## src/design/mpfw_pkg.sv

```systemverilog
// ----------------------------------------------------------------------------
// mpfw_pkg
// shared types and constants of the page organized frame buffer writer
// ----------------------------------------------------------------------------
package mpfw_pkg;

  localparam int unsigned ColumnsDef = 128;
  localparam int unsigned PagesDef   = 8;

  // apb register map, byte address = 4 * index
  localparam int unsigned ApbAw = 5;
  localparam int unsigned ApbDw = 32;

  localparam logic [2:0] RegPortrait = 3'd0;
  localparam logic [2:0] RegXStart   = 3'd1;
  localparam logic [2:0] RegXEnd     = 3'd2;
  localparam logic [2:0] RegYStart   = 3'd3;
  localparam logic [2:0] RegYEnd     = 3'd4;

  // depth of the queue between front and back
  localparam int unsigned QueueDepth = 2;

  typedef struct packed {
    logic       portrait;
    logic [6:0] x_start;
    logic [6:0] x_end;
    logic [6:0] y_start;
    logic [6:0] y_end;
  } cfg_t;

  // cursor reload request with the start values it loads
  typedef struct packed {
    logic       valid;
    logic [6:0] x;
    logic [6:0] y;
  } reload_t;

  // classified item travelling from front to back
  typedef struct packed {
    logic       on_screen;
    logic [3:0] page;
    logic [6:0] col;
    logic [2:0] bit_sel;
    logic       black;
  } entry_t;

endpackage

```

## src/design/mpfw_pix_if.sv

```systemverilog
// ----------------------------------------------------------------------------
// mpfw_pix_if
// input item channel: one pixel update
// ----------------------------------------------------------------------------
interface mpfw_pix_if;
  logic       valid;
  logic       ready;
  logic       op;
  logic [6:0] point_x;
  logic [6:0] point_y;
  logic       pixel_black;

  modport source (output valid, output op, output point_x, output point_y,
                  output pixel_black, input ready);
  modport sink (input valid, input op, input point_x, input point_y,
                input pixel_black, output ready);
endinterface

```

## src/design/mpfw_front.sv

```systemverilog
// ----------------------------------------------------------------------------
// mpfw_front
// accepts items, keeps the stream cursor and maps pixels to page and column
// ----------------------------------------------------------------------------
module mpfw_front
  import mpfw_pkg::*;
#(
  parameter int unsigned COLUMNS = ColumnsDef,
  parameter int unsigned PAGES   = PagesDef
) (
  input  logic            clk_i,
  input  logic            rst_ni,
  input  cfg_t            cfg_i,
  input  reload_t         reload_i,
  input  logic            hold_i,
  input  logic            q_full_i,
  mpfw_pix_if.sink        pix,
  output logic            push_o,
  output entry_t          entry_o
);

  localparam logic [8:0] Rows    = 9'(PAGES * 8);
  localparam logic [8:0] Cols    = 9'(COLUMNS);
  localparam logic [6:0] RowLast = 7'(PAGES * 8 - 1);

  logic [6:0] cur_x_q, cur_x_d;
  logic [6:0] cur_y_q, cur_y_d;
  logic [6:0] px, py;
  logic [6:0] row;
  logic [8:0] lim_x, lim_y;
  logic [7:0] nx, ny;
  logic       on_screen;

  assign pix.ready = !q_full_i && !hold_i;
  assign push_o    = pix.valid && pix.ready;

  assign px = pix.op ? cur_x_q : pix.point_x;
  assign py = pix.op ? cur_y_q : pix.point_y;

  assign lim_x     = cfg_i.portrait ? Rows : Cols;
  assign lim_y     = cfg_i.portrait ? Cols : Rows;
  assign on_screen = ({2'b00, px} < lim_x) && ({2'b00, py} < lim_y);

  // portrait turns the logical x axis upside down onto panel rows
  assign row = cfg_i.portrait ? (RowLast - px) : py;

  always_comb begin
    entry_o.on_screen = on_screen;
    entry_o.page      = row[6:3];
    entry_o.col       = cfg_i.portrait ? py : px;
    entry_o.bit_sel   = row[2:0];
    entry_o.black     = pix.pixel_black;
  end

  // cursor steps along x, wraps to the next row, then back to the window top
  assign nx = {1'b0, cur_x_q} + 8'd1;
  assign ny = {1'b0, cur_y_q} + 8'd1;

  always_comb begin
    cur_x_d = cur_x_q;
    cur_y_d = cur_y_q;
    if (reload_i.valid) begin
      cur_x_d = reload_i.x;
      cur_y_d = reload_i.y;
    end else if (push_o && pix.op) begin
      if (nx > {1'b0, cfg_i.x_end}) begin
        cur_x_d = cfg_i.x_start;
        cur_y_d = (ny > {1'b0, cfg_i.y_end}) ? cfg_i.y_start : ny[6:0];
      end else begin
        cur_x_d = nx[6:0];
      end
    end
  end

  always_ff @(posedge clk_i or negedge rst_ni) begin
    if (!rst_ni) begin
      cur_x_q <= '0;
      cur_y_q <= '0;
    end else begin
      cur_x_q <= cur_x_d;
      cur_y_q <= cur_y_d;
    end
  end

endmodule

```

## src/flat_wrapper.sv

```systemverilog
// flat-port wrapper written by rule: the top's interface ports become plain ports
module mpfw_front_flat import mpfw_pkg::*;
#(
  parameter int unsigned COLUMNS = ColumnsDef,
  parameter int unsigned PAGES   = PagesDef
)
  (clk_i, rst_ni, cfg_i, reload_i, hold_i, q_full_i, push_o, entry_o, pix_valid, pix_op, pix_point_x, pix_point_y, pix_pixel_black, pix_ready);
  mpfw_pix_if pix_i ();
  input  logic clk_i;
  input  logic rst_ni;
  input  cfg_t cfg_i;
  input  reload_t reload_i;
  input  logic hold_i;
  input  logic q_full_i;
  output logic push_o;
  output entry_t entry_o;
  input wire logic [$bits(pix_i.valid)-1:0] pix_valid;
  input wire logic [$bits(pix_i.op)-1:0] pix_op;
  input wire logic [$bits(pix_i.point_x)-1:0] pix_point_x;
  input wire logic [$bits(pix_i.point_y)-1:0] pix_point_y;
  input wire logic [$bits(pix_i.pixel_black)-1:0] pix_pixel_black;
  output wire logic [$bits(pix_i.ready)-1:0] pix_ready;
  assign pix_i.valid = pix_valid;
  assign pix_i.op = pix_op;
  assign pix_i.point_x = pix_point_x;
  assign pix_i.point_y = pix_point_y;
  assign pix_i.pixel_black = pix_pixel_black;
  assign pix_ready = pix_i.ready;
  mpfw_front #(.COLUMNS(COLUMNS), .PAGES(PAGES)) u_core (.clk_i(clk_i), .rst_ni(rst_ni), .cfg_i(cfg_i), .reload_i(reload_i), .hold_i(hold_i), .q_full_i(q_full_i), .pix(pix_i), .push_o(push_o), .entry_o(entry_o));
endmodule
```

## config.mk

```make
export PLATFORM = sky130hd
export DESIGN_NAME = mpfw_front_flat
export DESIGN_NICKNAME = d
export VERILOG_FILES = /design/src/design/mpfw_pkg.sv /design/src/design/mpfw_pix_if.sv /design/src/design/mpfw_front.sv /design/src/flat_wrapper.sv
export SDC_FILE = /design/constraint.sdc
export NUM_CORES = 1
export LEC_CHECK = 0
export ABC_AREA = 0
export BUFFER_PORTS_ARGS = -buffer_cell sky130_fd_sc_hd__clkbuf_2
export CAP_MARGIN = 15
export CORE_MARGIN = 3
export CORE_UTILIZATION = 25
export CTS_CLUSTER_DIAMETER = 50
export DETAILED_ROUTE_END_ITERATION = 10
export GPL_TIMING_DRIVEN = 0
export PLACE_DENSITY = 0.46
export SLEW_MARGIN = 20
export SYNTH_ARGS = -nofsm -noshare
export SYNTH_HDL_FRONTEND = slang
export SYNTH_SLANG_ARGS = --single-unit
```

## constraint.sdc

```tcl
create_clock -name clk_i -period 3.1 [get_ports clk_i]
set_input_delay 0.31 -clock clk_i [delete_from_list [all_inputs] [get_ports clk_i]]
set_output_delay 0.31 -clock clk_i [all_outputs]
set_load 0.1 [all_outputs]
```

==> summary.md <==
| Metric | Value |
|---|---|
| GR Overflow Total | 0 |
| Hold crit path type | in2reg |
| Avg Inst Size Synth | 8.435 um^2 |
| All-Layer GR Usage | around 14% |
| Met3 Track Usage GR | 2.488% |
| Clock Latency Late Sink | 240 ps |
| CP startpoint kind | register |
| Ports | 83 |
| Synth area leader | dfrtp_1 |
| Final Core Density | 35.15% |
| Crit share post-route | 91.94% |
| Synth warnings | 0 |
| Sw Share | between 40% and 50% |
| Ys flop type | dfrtp_1 |
| #FFs+latches synth | 14 |
| Status | finished clean |
| Drt first pass iters | 5 |
| Worst-Margin Slew | 548.7 ps |
| Seq pwr share | 24.5% |
| CTS sink cnt | 14 |
| Max rail drop VDD | 0.1745 mV |
| Max-slew headroom | 63.57% |
| Port Buffer Count | 79 |
| Syn Inst Count | 205 |
| DRT iter0 DRCs | 43 |
| Critical setup path kind | reg2reg |
| Residual DRC | 0 |
| Data required, critical path | 3240 ps |
| Placed Cells incl. Taps | 361 |
| # diodes | 0 |
| Overall power | just under 1000 uW |
| Fin cells | 366 |
| Met2 track demand over resource | 22.37% |
| Sequential fraction of the synthesis area | 20.26% |
| Core area | approximately 6500 um^2 |
| H-tree levels | 1 |
| Leakage | between 0.001 and 0.0015 uW |
| Tmin final | 2850 ps |
| CTS buffer count | 3 |
| Vias/cell | 4.795 |
| Mapped Nets | 286 |
| Post-DP HPWL | approximately 4.6 mm |
| Most frequent cell after synthesis | mux2i_1 |
| Fin. Hold Viols | 0 |
| Library cells used by synthesis | 44 |
| CTS tree | done |
| NetSw | 468.9 uW |
| EDFF count, synth | 0 |
| Max-capacitance violation count | 0 |
| Post-DRT Antenna Nets | 0 |
| Int Pwr | about 500 uW |
| Die width | 89.17 um |
| Antenna violations before repair | 0 |
| Area Growth Syn to Fin | 32.78% |
| RSZ-0062 raised after global routing | no |
| Worst-path clk slew | 60 ps |
| WHS | 279.3 ps |
| Power share of the combinational group | 56.7% |
| Die height | 89.17 um |
| Top cells by area, synth | dfrtp_1 (20%), mux2i_1 (14%), ha_1 (12%) |
| Final #Nets | 371 |
| Pins Over Slew Limit | 0 |
| Vias in the first global route | 1,729 |
| Starting density of the core | 26.48% |
| Fraction of layout cells with a size suffix above 1 | 38.41% |
| Syn Std Cell Area | ~1700 um^2 |
| Commonest cells in the netlist | mux2i_1 (24), nand2_1 (18), ha_1 (16) |
| Largest net degree at the start of global routing | 15 |
| Final count of negative-setup-slack endpoints | 0 |
| Root buffer cell | clkbuf_8 |
| Clk pwr share | 18.8% |
| Die area | approximately 8000 um^2 |
| Grt peak-use layer | met2 |
| Asr flop ratio synth | 100.0% |
| Routed WL per cell | approximately 15 um |
| Area share of the largest cell type after synthesis | between 20 and 25% |
| Total Neg Setup Slack | 0 ps |
| PD cells | 420.0 nW/um^2 |
| Worst Setup End Kind | register |
| GPL Wtd Cong | slightly below 0.8 |
| Final wirelength | around 5.5 mm |
| Global-route wire length before repair | between 8 and 9 mm |
| Worst Skew | 0.6636 ps |
| Met1 Track Usage GR | approximately 20% |
| CP Max Fanout | 9 |
| Crit path DAT | 2990 ps |
| Via count | 1,755 |
| Site Rows | 29 |
| Longest Clk Path Bufs | 2 |
| Fmax | 350.8 MHz |
## sequential cells by signal, summed over array words and instances (netlist names)
name            flops
u_core.cur_x_q      7
u_core.cur_y_q      7
## layout by cell type, fill, tap and decap left out, types with 2 or more instances in the layout
cell type and n:
ha_1 16, and3_2 2, nor2_2 2, a31oi_1 5
clkbuf_8 4, nand2_1 18, o21ai_1 2, nand2_2 2
mux2i_1 24, inv_1 14, mux2_2 7, o211ai_1 3
nand3_1 14, dfrtp_1 13, xnor2_1 6, and2_1 6
clkbuf_1 4, buf_6 2, buf_4 3, o21ai_0 6
a21oi_1 12, a211o_1 2, nor2_1 9, clkbuf_2 79
xor2_1 4, o221ai_1 6, nor2b_1 2
## path summary, 6_finish.rpt
kind | from | endpoint | slack, ps | cells past startpoint
max in group asynchronous | rst_ni | u_core.cur_x_q[0] | 2290 | 2
setup reg to reg | u_core.cur_x_q[0] | u_core.cur_y_q[1] | 250 | 12
hold / removal | reload_i[10] | u_core.cur_x_q[3] | 280 | 3
min in group asynchronous | rst_ni | u_core.cur_y_q[0] | 510 | 2
hold reg to reg | u_core.cur_y_q[4] | u_core.cur_y_q[4] | 600 | 2
setup / recovery | u_core.cur_x_q[0] | u_core.cur_y_q[1] | 250 | 12
## metrics by stage
| stage | cell area [um^2] | setup slack, ps |
|---|---|---|
| finish | 2296 | 249.8 |
| global placement | 2223 | 194.0 |
| detailed placement | 2223 | 186.4 |
| global route | 2296 | 6.332 |
| floorplan | 1732 | 3.184 |
| CTS | 2288 | 168.7 |
## cell families after synthesis
group | synth area share [%]
multiplexers | 19.32
adder cells (fa/ha/maj) | 11.58
XOR/XNOR | 5.065
flip-flops | 20.26
AND/OR/NAND/NOR | 17.73
AO/OA/AOI/OAI | 18.81
buffers and inverters | 7.235
## area by class of cell
type                    instances  area (um^2)
plain buffers                  10        65.06
inverters                      16        60.06
repair buffers                 80        405.4
multi-input cells             165         1262
flip-flops and latches         14        351.6
well taps                      77        96.34
clock buffers                   4        55.05
fillers                       719         4235
## critical path: stages (launching register included)
cell	delay [ps]
dfrtp_2	470
ha_1	250
and3_2	240
nand3_1	100
xnor2_1	150
ha_1	300
and3_1	160
a22oi_1	240
a31oi_2	90
a21o_1	210
buf_6	130
nand2b_4	170
o221a_4	240
## routing by layer
layer / vias up / share of wire [%]
li1: 912 / -
met1: 787 / 47
met3: 2 / 5.0
met5: - / 0
met2: 54 / 47
met4: 0 / 0.26
## power groups by stage
stage | Sequential [uW] | Clock, uW | Combinational [uW]
after global placement | 238 | 0 | 547
after CTS | 235 | 188 | 551
after floorplan | 225 | 0 | 430
after global routing | 239 | 196 | 593
final | 236 | 181 | 547
after detailed placement | 238 | 0 | 548
## repair_timing
item | in CTS | in global routing
setup endpoints to repair | 0 | 9
hold buffers | 1 | 0
resized for setup | 0 | 2
endpoints found under the hold margin | 14 | 0
buffers inserted | 0 | 0
No activity file was read; power rests on OpenSTA's default activity.
