[src/design/mpfw_pkg.sv]
// ----------------------------------------------------------------------------
// mpfw_pkg
// shared types and constants of the page organized frame buffer writer
// ----------------------------------------------------------------------------
package mpfw_pkg;

  localparam int unsigned ColumnsDef = 128;
  localparam int unsigned PagesDef   = 8;

  // apb register map, byte address = 4 * index
  localparam int unsigned ApbAw = 5;
  localparam int unsigned ApbDw = 32;

  localparam logic [2:0] RegPortrait = 3'd0;
  localparam logic [2:0] RegXStart   = 3'd1;
  localparam logic [2:0] RegXEnd     = 3'd2;
  localparam logic [2:0] RegYStart   = 3'd3;
  localparam logic [2:0] RegYEnd     = 3'd4;

  // depth of the queue between front and back
  localparam int unsigned QueueDepth = 2;

  typedef struct packed {
    logic       portrait;
    logic [6:0] x_start;
    logic [6:0] x_end;
    logic [6:0] y_start;
    logic [6:0] y_end;
  } cfg_t;

  // cursor reload request with the start values it loads
  typedef struct packed {
    logic       valid;
    logic [6:0] x;
    logic [6:0] y;
  } reload_t;

  // classified item travelling from front to back
  typedef struct packed {
    logic       on_screen;
    logic [3:0] page;
    logic [6:0] col;
    logic [2:0] bit_sel;
    logic       black;
  } entry_t;

endpackage

[src/design/mpfw_queue.sv]
// ----------------------------------------------------------------------------
// mpfw_queue
// short queue decoupling the front from the back
// ----------------------------------------------------------------------------
module mpfw_queue
  import mpfw_pkg::*;
(
  input  logic   clk_i,
  input  logic   rst_ni,
  input  logic   push_i,
  input  entry_t entry_i,
  input  logic   pop_i,
  output logic   full_o,
  output logic   valid_o,
  output entry_t entry_o
);

  localparam int unsigned PtrW = $clog2(QueueDepth);
  localparam int unsigned CntW = $clog2(QueueDepth + 1);

  entry_t            slot_q [QueueDepth];
  logic [PtrW-1:0]   wr_q, rd_q;
  logic [CntW-1:0]   cnt_q, cnt_d;

  assign full_o  = (cnt_q == CntW'(QueueDepth));
  assign valid_o = (cnt_q != '0);
  assign entry_o = slot_q[rd_q];

  always_comb begin
    cnt_d = cnt_q;
    if (push_i && !pop_i) begin
      cnt_d = cnt_q + CntW'(1);
    end else if (pop_i && !push_i) begin
      cnt_d = cnt_q - CntW'(1);
    end
  end

  always_ff @(posedge clk_i) begin
    if (push_i) begin
      slot_q[wr_q] <= entry_i;
    end
  end

  always_ff @(posedge clk_i or negedge rst_ni) begin
    if (!rst_ni) begin
      wr_q  <= '0;
      rd_q  <= '0;
      cnt_q <= '0;
    end else begin
      cnt_q <= cnt_d;
      if (push_i) begin
        wr_q <= (wr_q == PtrW'(QueueDepth - 1)) ? '0 : wr_q + PtrW'(1);
      end
      if (pop_i) begin
        rd_q <= (rd_q == PtrW'(QueueDepth - 1)) ? '0 : rd_q + PtrW'(1);
      end
    end
  end

`ifndef SYNTHESIS
  a_no_overflow : assert property (@(posedge clk_i) disable iff (!rst_ni)
    full_o |-> !push_i || pop_i)
    else $error("queue pushed while full");
  a_no_underflow : assert property (@(posedge clk_i) disable iff (!rst_ni)
    pop_i |-> valid_o)
    else $error("queue popped while empty");
  a_cnt_step : assert property (@(posedge clk_i) disable iff (!rst_ni)
    (push_i && !pop_i) |=> cnt_q == $past(cnt_q) + CntW'(1))
    else $error("queue count did not follow a push");
`endif

endmodule

[config.mk]
export PLATFORM = sky130hd
export DESIGN_NAME = mpfw_queue
export DESIGN_NICKNAME = d
export VERILOG_FILES = /design/src/design/mpfw_pkg.sv /design/src/design/mpfw_queue.sv
export SDC_FILE = /design/constraint.sdc
export NUM_CORES = 1
export LEC_CHECK = 0
export BUFFER_PORTS_ARGS = -buffer_cell sky130_fd_sc_hd__buf_2
export CORE_ASPECT_RATIO = 0.6
export CORE_MARGIN = 2
export CORE_UTILIZATION = 30
export DETAILED_ROUTE_END_ITERATION = 16
export GPL_TIMING_DRIVEN = 0
export REMOVE_ABC_BUFFERS = 1
export SLEW_MARGIN = 20
export SYNTH_ARGS = -nofsm -noshare
export SYNTH_HDL_FRONTEND = slang
export SYNTH_SLANG_ARGS = --single-unit
export TNS_END_PERCENT = 20
[constraint.sdc]
create_clock -name clk_i -period 3.7 [get_ports clk_i]
set_input_delay 0.74 -clock clk_i [delete_from_list [all_inputs] [get_ports clk_i]]
set_output_delay 0.74 -clock clk_i [all_outputs]
set_load 0.05 [all_outputs]
==> results of run 1 <==
area by class of cell:
class	count	area share, %
flip-flops and latches	36	60.66
multi-input cells	27	17.24
repair buffers	38	11.23
well taps	63	4.506
clock buffers	6	4.149
clock inverters	2	2.003
inverters	1	0.2146
state kept, by name, indices dropped and copies added, names as in the netlist:
name    count
cnt_q       2
rd_q        1
slot_q     32
wr_q        1
power groups by stage:
| stage | Clock [uW] | Sequential (uW) | Combinational (uW) |
|---|---|---|---|
| 6_report | 332 | 623 | 608 |
| 4_1_cts | 343 | 627 | 618 |
| 3_5_place_dp | 0 | 633 | 617 |
| 5_1_grt | 358 | 636 | 639 |
| 2_1_floorplan | 0 | 610 | 499 |
| 3_3_place_gp | 0 | 628 | 603 |
routing by layer:
metal / share of wire [%] / GRT usage (%) / vias to the layer above
li1: - / - / 331
met1: 45 / 10.92 / 326
met2: 44 / 12.71 / 26
met3: 7.8 / 4.698 / 8
met4: 2.6 / 6.397 / 0
met5: 0 / 0 / -
cell usage in the layout, fill, tap and decap left out:
master / instances
sky130_fd_sc_hd__or2_2: 1
sky130_fd_sc_hd__nor2b_2: 1
sky130_fd_sc_hd__buf_6: 1
sky130_fd_sc_hd__clkinv_2: 1
sky130_fd_sc_hd__mux2_2: 7
sky130_fd_sc_hd__nor2_1: 1
sky130_fd_sc_hd__and2_1: 1
sky130_fd_sc_hd__xnor2_1: 1
sky130_fd_sc_hd__clkbuf_1: 1
sky130_fd_sc_hd__nor2b_1: 1
sky130_fd_sc_hd__buf_2: 37
sky130_fd_sc_hd__bufinv_16: 1
sky130_fd_sc_hd__dfrtp_1: 4
sky130_fd_sc_hd__clkbuf_8: 5
sky130_fd_sc_hd__edfxtp_1: 32
sky130_fd_sc_hd__inv_1: 1
sky130_fd_sc_hd__xor2_1: 4
sky130_fd_sc_hd__mux2_4: 9
sky130_fd_sc_hd__ha_1: 1
cells by family after synthesis:
kind of cell  synth area share [%]
buf+inv                      2.511
fa+ha+maj                   0.8967
simple gates                 2.063
mux                          15.34
xor+xnor                     3.139
flops                        76.05
worst max-delay path, delay by kind of cell, from the launching register on:
kind                   cells  cell delay [ps]
buffers and inverters      1              210
DFF                        1              930
muxes                      1              430
stage by stage:
| step | util [%] | cells |
|---|---|---|
| 6_report | 38.73 | 173 |
| 5_1_grt | 38.73 | 173 |
| 4_1_cts | 38.73 | 173 |
| 3_5_place_dp | 36.34 | 165 |
| 3_3_place_gp | 36.04 | 164 |
| 2_1_floorplan | - | 64 |
worst paths after layout:
path / start / end / slack (ps) / cells after the start
max: rd_q$_DFFE_PN0P_ / entry_o[15] / 1110 / 2
min: rst_ni / wr_q$_DFFE_PN0P_ / 250 / 1
max reg2reg: wr_q$_DFFE_PN0P_ / slot_q[1][8]$_DFFE_PP_ / 2240 / 1
min reg2reg: cnt_q[1]$_DFFE_PN0P_ / cnt_q[1]$_DFFE_PN0P_ / 480 / 1
max in group asynchronous: rst_ni / cnt_q[1]$_DFFE_PN0P_ / 3330 / 1
min in group clk_i: cnt_q[1]$_DFFE_PN0P_ / cnt_q[1]$_DFFE_PN0P_ / 480 / 1
==> reports/summary.md, run 1 <==
## Worst setup path
- sky130_fd_sc_hd__dfrtp_1 — Worst path slowest cell
- mux2_2, buf_2 — sequence of cells on the critical path
- 17 — CP Max Fanout
- 2960 ps — Worst Path Required
- output pin — crit end category
- 1850 ps — arrival time at the worst endpoint
- flip-flop to output pin — WS Path Type
- 930 ps — stage delay of the slowest cell on the critical path
- flip-flop — sort of element at the start of the critical path

## STA
- 385.6 MHz — maximum operating frequency
- 3.446 ps — final setup skew
- 0 — Setup violations, final
- 70.09% — Final period util
- 40.12% — relative slew slack
- 2593 ps — minimum period implied by the final worst setup slack
- 1107 ps — final worst slack
- 898.3 ps — measured slew at the worst slew-check pin
- 0 — fin. max-slew vios
- 0 — count of final hold-check violations
- 252.7 ps — smallest hold slack
- no — RSZ-0062 raised after global routing
- 0 ps — total negative setup slack

## Yosys
- 0 — warning count from the yosys run
- 11.11% — post-synthesis async set-or-reset flop share
- 36 — number of synthesized register bits
- 32 — number of flops mapped to enable cells by yosys
- 14 — count of cell types in the netlist
- 68.88% — fraction of post-synthesis cell area in the top cell type by area
- 0.001395 mm^2 — cell area after synthesis
- sky130_fd_sc_hd__edfxtp_1 — cell accounting for the most synthesized area
- 21.14 um^2 — average footprint of a synthesized cell
- 66 — number of standard cells after synthesis
- sky130_fd_sc_hd__edfxtp_1, sky130_fd_sc_hd__mux2_4, sky130_fd_sc_hd__dfrtp_1, sky130_fd_sc_hd__mux2_2, sky130_fd_sc_hd__xor2_1 — leading cell types by total area after synthesis
- sky130_fd_sc_hd__edfxtp_1 — Primary FF master, synth
- sky130_fd_sc_hd__edfxtp_1 — most frequently used cell type in the post-synthesis netlist
- sky130_fd_sc_hd__edfxtp_1, sky130_fd_sc_hd__mux2_4, sky130_fd_sc_hd__mux2_2 — top cells by count, synth
- 76.05% — part of the Yosys area used for sequential elements

## Place
- 0.6191 — final weighted congestion in routability-driven placement
- 1403 ps — pre-CTS setup slack
- 37 — number of port buffers
- 1574 um — post-detailed-placement half-perimeter wirelength
- 0.001642 mm^2 — Placed Area

## Pwr
- 1563 uW — total power
- 21.2% — part of the total power dissipated in the clock network
- 0.0007017 uW — reported leakage power
- 39.44% — switching power as a share of total power
- 893.8 mW/mm^2 — power density cells
- 0.2980 mV — Peak VDD IR
- 38.9% — Comb power frac
- 39.8% — sequential share of power
- 616.6 uW — Net Sw Power
- 946.8 uW — internal portion of total power

## Clock network
- 36 — TritonCTS Sinks
- built — clock tree from TritonCTS
- sky130_fd_sc_hd__clkbuf_8 — Root Buffer Master
- 0 — Hold-fix buffers, CTS
- 70 ps — post-CTS clock slew at the launch and capture registers of the worst setup and hold paths
- 5 — number of buffers created by CTS
- 0 — number of post-CTS setup repair buffers
- 0 — cells resized by post-CTS repair
- 280 ps — clock insertion delay at the later pin of the skew report
- 2 — htree depth
- 2 — Longest Clk Path Bufs

## Job
- 0 — number of max-cap violations

## Die
- 19 — Rows
- 56.82 um — die boundary height
- 30.89% — Initial Utilization
- 92.04 um — Horiz. Die Dim
- 38 — ports placed on the boundary
- 0.004517 mm^2 — core box area
- 0.005229 mm^2 — area enclosed by the die boundary

## Global routing
- 0 — number of antenna violations at the first check in global routing
- 9.139% — all-layer global routing usage
- 3332 um — first-pass GRT wire length
- 18 — maximum number of pins on one net before global-route repair
- 0 — global-route congestion overflow total
- 718 — via count of the first global-routing pass

## Routing
- 3.994 — Vias per Instance
- 2232 um — drt total wl
- 0 — residual DRC count
- 2 — Initial DRT Pass Iterations
- 12.90 um — wire length per cell
- 27 — first-iteration detailed-routing DRC count
- 0 — number of nets still failing antenna checks after routing
- 691 — count of vias placed by the detailed router

## Cells and area
- 301.5 um^2 — area of combinational cells with multiple inputs
- 25.38% — P&R area growth vs syn
- 130 — net count reported at finish
- 0 — antenna fix cells
- 0.001749 mm^2 — Post-Layout Inst Area
- 57.27% — fraction of layout instances using a drive strength above 1
- 0.001061 mm^2 — footprint of the flip-flops and latches
- 437 — Fill cells

## Hold path
- primary input to async pin — classification of the worst-slack hold path

## Status
- finished, final reports clean — result of the run

Power figures use the tool's default switching activity.
==> run 2, diff against run 1 <==
- clock period: 3.7 -> 2.17 ns (I/O delays scaled with it)
==> run 2 against run 1 <==
Core utilization rose by 0.25 points. Register-to-register slack got worse by 1500 ps. Combinational power rose by 69%. Clock-buffer cell count did not move. Flip-flop and latch count did not move. Power rose by 71%. Critical path type unchanged. Largest cell class unchanged. Largest power group unchanged. Highest routed layer unchanged.
==> reports/summary.md, run 2 (same netlist as run 1, synthesis figures left out) <==
## Pwr
- 2666 uW — total power
- 0.0007049 uW — reported leakage power
- 1514 mW/mm^2 — power density cells
- 0.5102 mV — Peak VDD IR

## Die
- 38 — ports placed on the boundary
- 92.04 um — Horiz. Die Dim
- 0.005229 mm^2 — area enclosed by the die boundary
- 30.89% — Initial Utilization
- 0.004517 mm^2 — core box area
- 19 — Rows
- 56.82 um — die boundary height

## Cells and area
- 38.98% — Util after Layout
- slot_q — register ranked first by flip-flop count
- 0 — antenna fix cells
- slot_q x32, cnt_q x2 — Top Registers
- 131 — net count reported at finish
- 32 — number of flip-flops under the largest register name
- sky130_fd_sc_hd__buf_2 — leading cell type in the layout, fill and taps excluded
- 301.5 um^2 — area of combinational cells with multiple inputs
- 436 — Fill cells
- sky130_fd_sc_hd__buf_2, sky130_fd_sc_hd__edfxtp_1, sky130_fd_sc_hd__mux2_4 — highest-count cells in the layout ignoring fill and taps
- 57.66% — fraction of layout instances using a drive strength above 1
- 26.19% — P&R area growth vs syn
- 0.001062 mm^2 — footprint of the flip-flops and latches

## STA
- 0 — count of final hold-check violations
- 3.392 ps — final setup skew
- 2016 ps — minimum period implied by the final worst setup slack
- 92.92% — Final period util
- 45.27% — relative slew slack
- 0 — fin. max-slew vios
- 0 — Setup violations, final
- no — RSZ-0062 raised after global routing
- 495.9 MHz — maximum operating frequency
- 0 ps — total negative setup slack
- 820.9 ps — measured slew at the worst slew-check pin

## Status
- finished, final reports clean — result of the run

## Global routing
- 734 — via count of the first global-routing pass
- 18 — maximum number of pins on one net before global-route repair
- 4.698% — fraction of met3 tracks used by global routing
- met2 — global-route layer with the greatest usage
- 10.92% — global-route track usage on met1
- 9.255% — all-layer global routing usage
- 0 — global-route congestion overflow total
- 0 — number of antenna violations at the first check in global routing
- 3374 um — first-pass GRT wire length
- 13.03% — met2 Resource Use GR

## Worst setup path
- rd_q$_DFFE_PN0P_ — Critical path origin
- 1740 ps — Worst Path Required
- wr_q$_DFFE_PN0P_ — beginning of the worst register-to-register path
- 17 — CP Max Fanout
- flip-flop to output pin — WS Path Type
- output pin — crit end category
- flip-flop — sort of element at the start of the critical path
- 1580 ps — arrival time at the worst endpoint

## Clock network
- sky130_fd_sc_hd__clkbuf_8 — Root Buffer Master
- built — clock tree from TritonCTS
- 36 — TritonCTS Sinks
- 70 ps — post-CTS clock slew at the launch and capture registers of the worst setup and hold paths
- 2 — htree depth
- 0 — number of post-CTS setup repair buffers
- 280 ps — clock insertion delay at the later pin of the skew report
- 5 — number of buffers created by CTS
- 2 — Longest Clk Path Bufs

## Place
- 1574 um — post-detailed-placement half-perimeter wirelength
- 0.6191 — final weighted congestion in routability-driven placement
- 37 — number of port buffers

## Routing
- 0 — residual DRC count
- 695 — count of vias placed by the detailed router
- 13.01 um — wire length per cell
- 2 — Initial DRT Pass Iterations
- 2263 um — drt total wl
- 3.994 — Vias per Instance
- 0 — number of nets still failing antenna checks after routing
- 26 — first-iteration detailed-routing DRC count

## Job
- 0 — number of max-cap violations

## Hold path
- primary input to flip-flop — classification of the worst-slack hold path
- entry_i[5] — hold path startpoint

## run 2: routing by layer
| metal | wire length, um | vias to the layer above |
|---|---|---|
| li1 | - | 333 |
| met1 | 1011 | 328 |
| met2 | 1020 | 26 |
| met3 | 173 | 8 |
| met4 | 57 | 0 |
| met5 | 0 | - |
## run 2: final timing paths
kind / to / slack, ps / cells past startpoint
max: entry_o[15] / 150 / 2
min: slot_q[1][5]$_DFFE_PP_ / 340 / 1
max reg2reg: slot_q[1][8]$_DFFE_PP_ / 710 / 1
min reg2reg: cnt_q[1]$_DFFE_PN0P_ / 480 / 1
max in group asynchronous: rd_q$_DFFE_PN0P_ / 1530 / 2
min in group asynchronous: wr_q$_DFFE_PN0P_ / 500 / 2
## run 2: worst max-delay path: stages (launching register included)
cell and delay, ps:
sky130_fd_sc_hd__dfrtp_2 680, sky130_fd_sc_hd__mux2_2 400, sky130_fd_sc_hd__buf_2 210
## run 2: through the flow
| stage | setup WS, ps | cells | hold slack (ps) | instance area (um^2) |
|---|---|---|---|---|
| floorplan | 457.7 | 64 | 138.4 | 1364 |
| global placement | 39.70 | 164 | 242.4 | 1628 |
| detailed placement | 178.7 | 165 | 246.3 | 1642 |
| CTS | 122.7 | 174 | 325.7 | 1760 |
| global route | 86.06 | 174 | 320.2 | 1760 |
| finish | 153.6 | 174 | 337.4 | 1760 |
## run 2: final cells by class
cell class | count | area share, %
sequential | 36 | 60.34
multi-input combinational | 27 | 17.13
timing repair buffer | 39 | 11.73
tap | 63 | 4.478
clock buffer | 6 | 4.122
clock inverter | 2 | 1.990
inverter | 1 | 0.2132
## run 2: repair_timing
item                       CTS  global route
hold buffers                 1             0
setup endpoints to repair   16             0
hold endpoints to repair     4             0
gates resized for setup      1             0
## run 2: where the power goes
group	internal [uW]	switching (uW)	leakage, uW	total, uW
Clock	341	227	0.0000552	568
Sequential	932	132	0.000346	1060
Combinational	339	694	0.000304	1030
Total	1610	1050	0.000705	2670
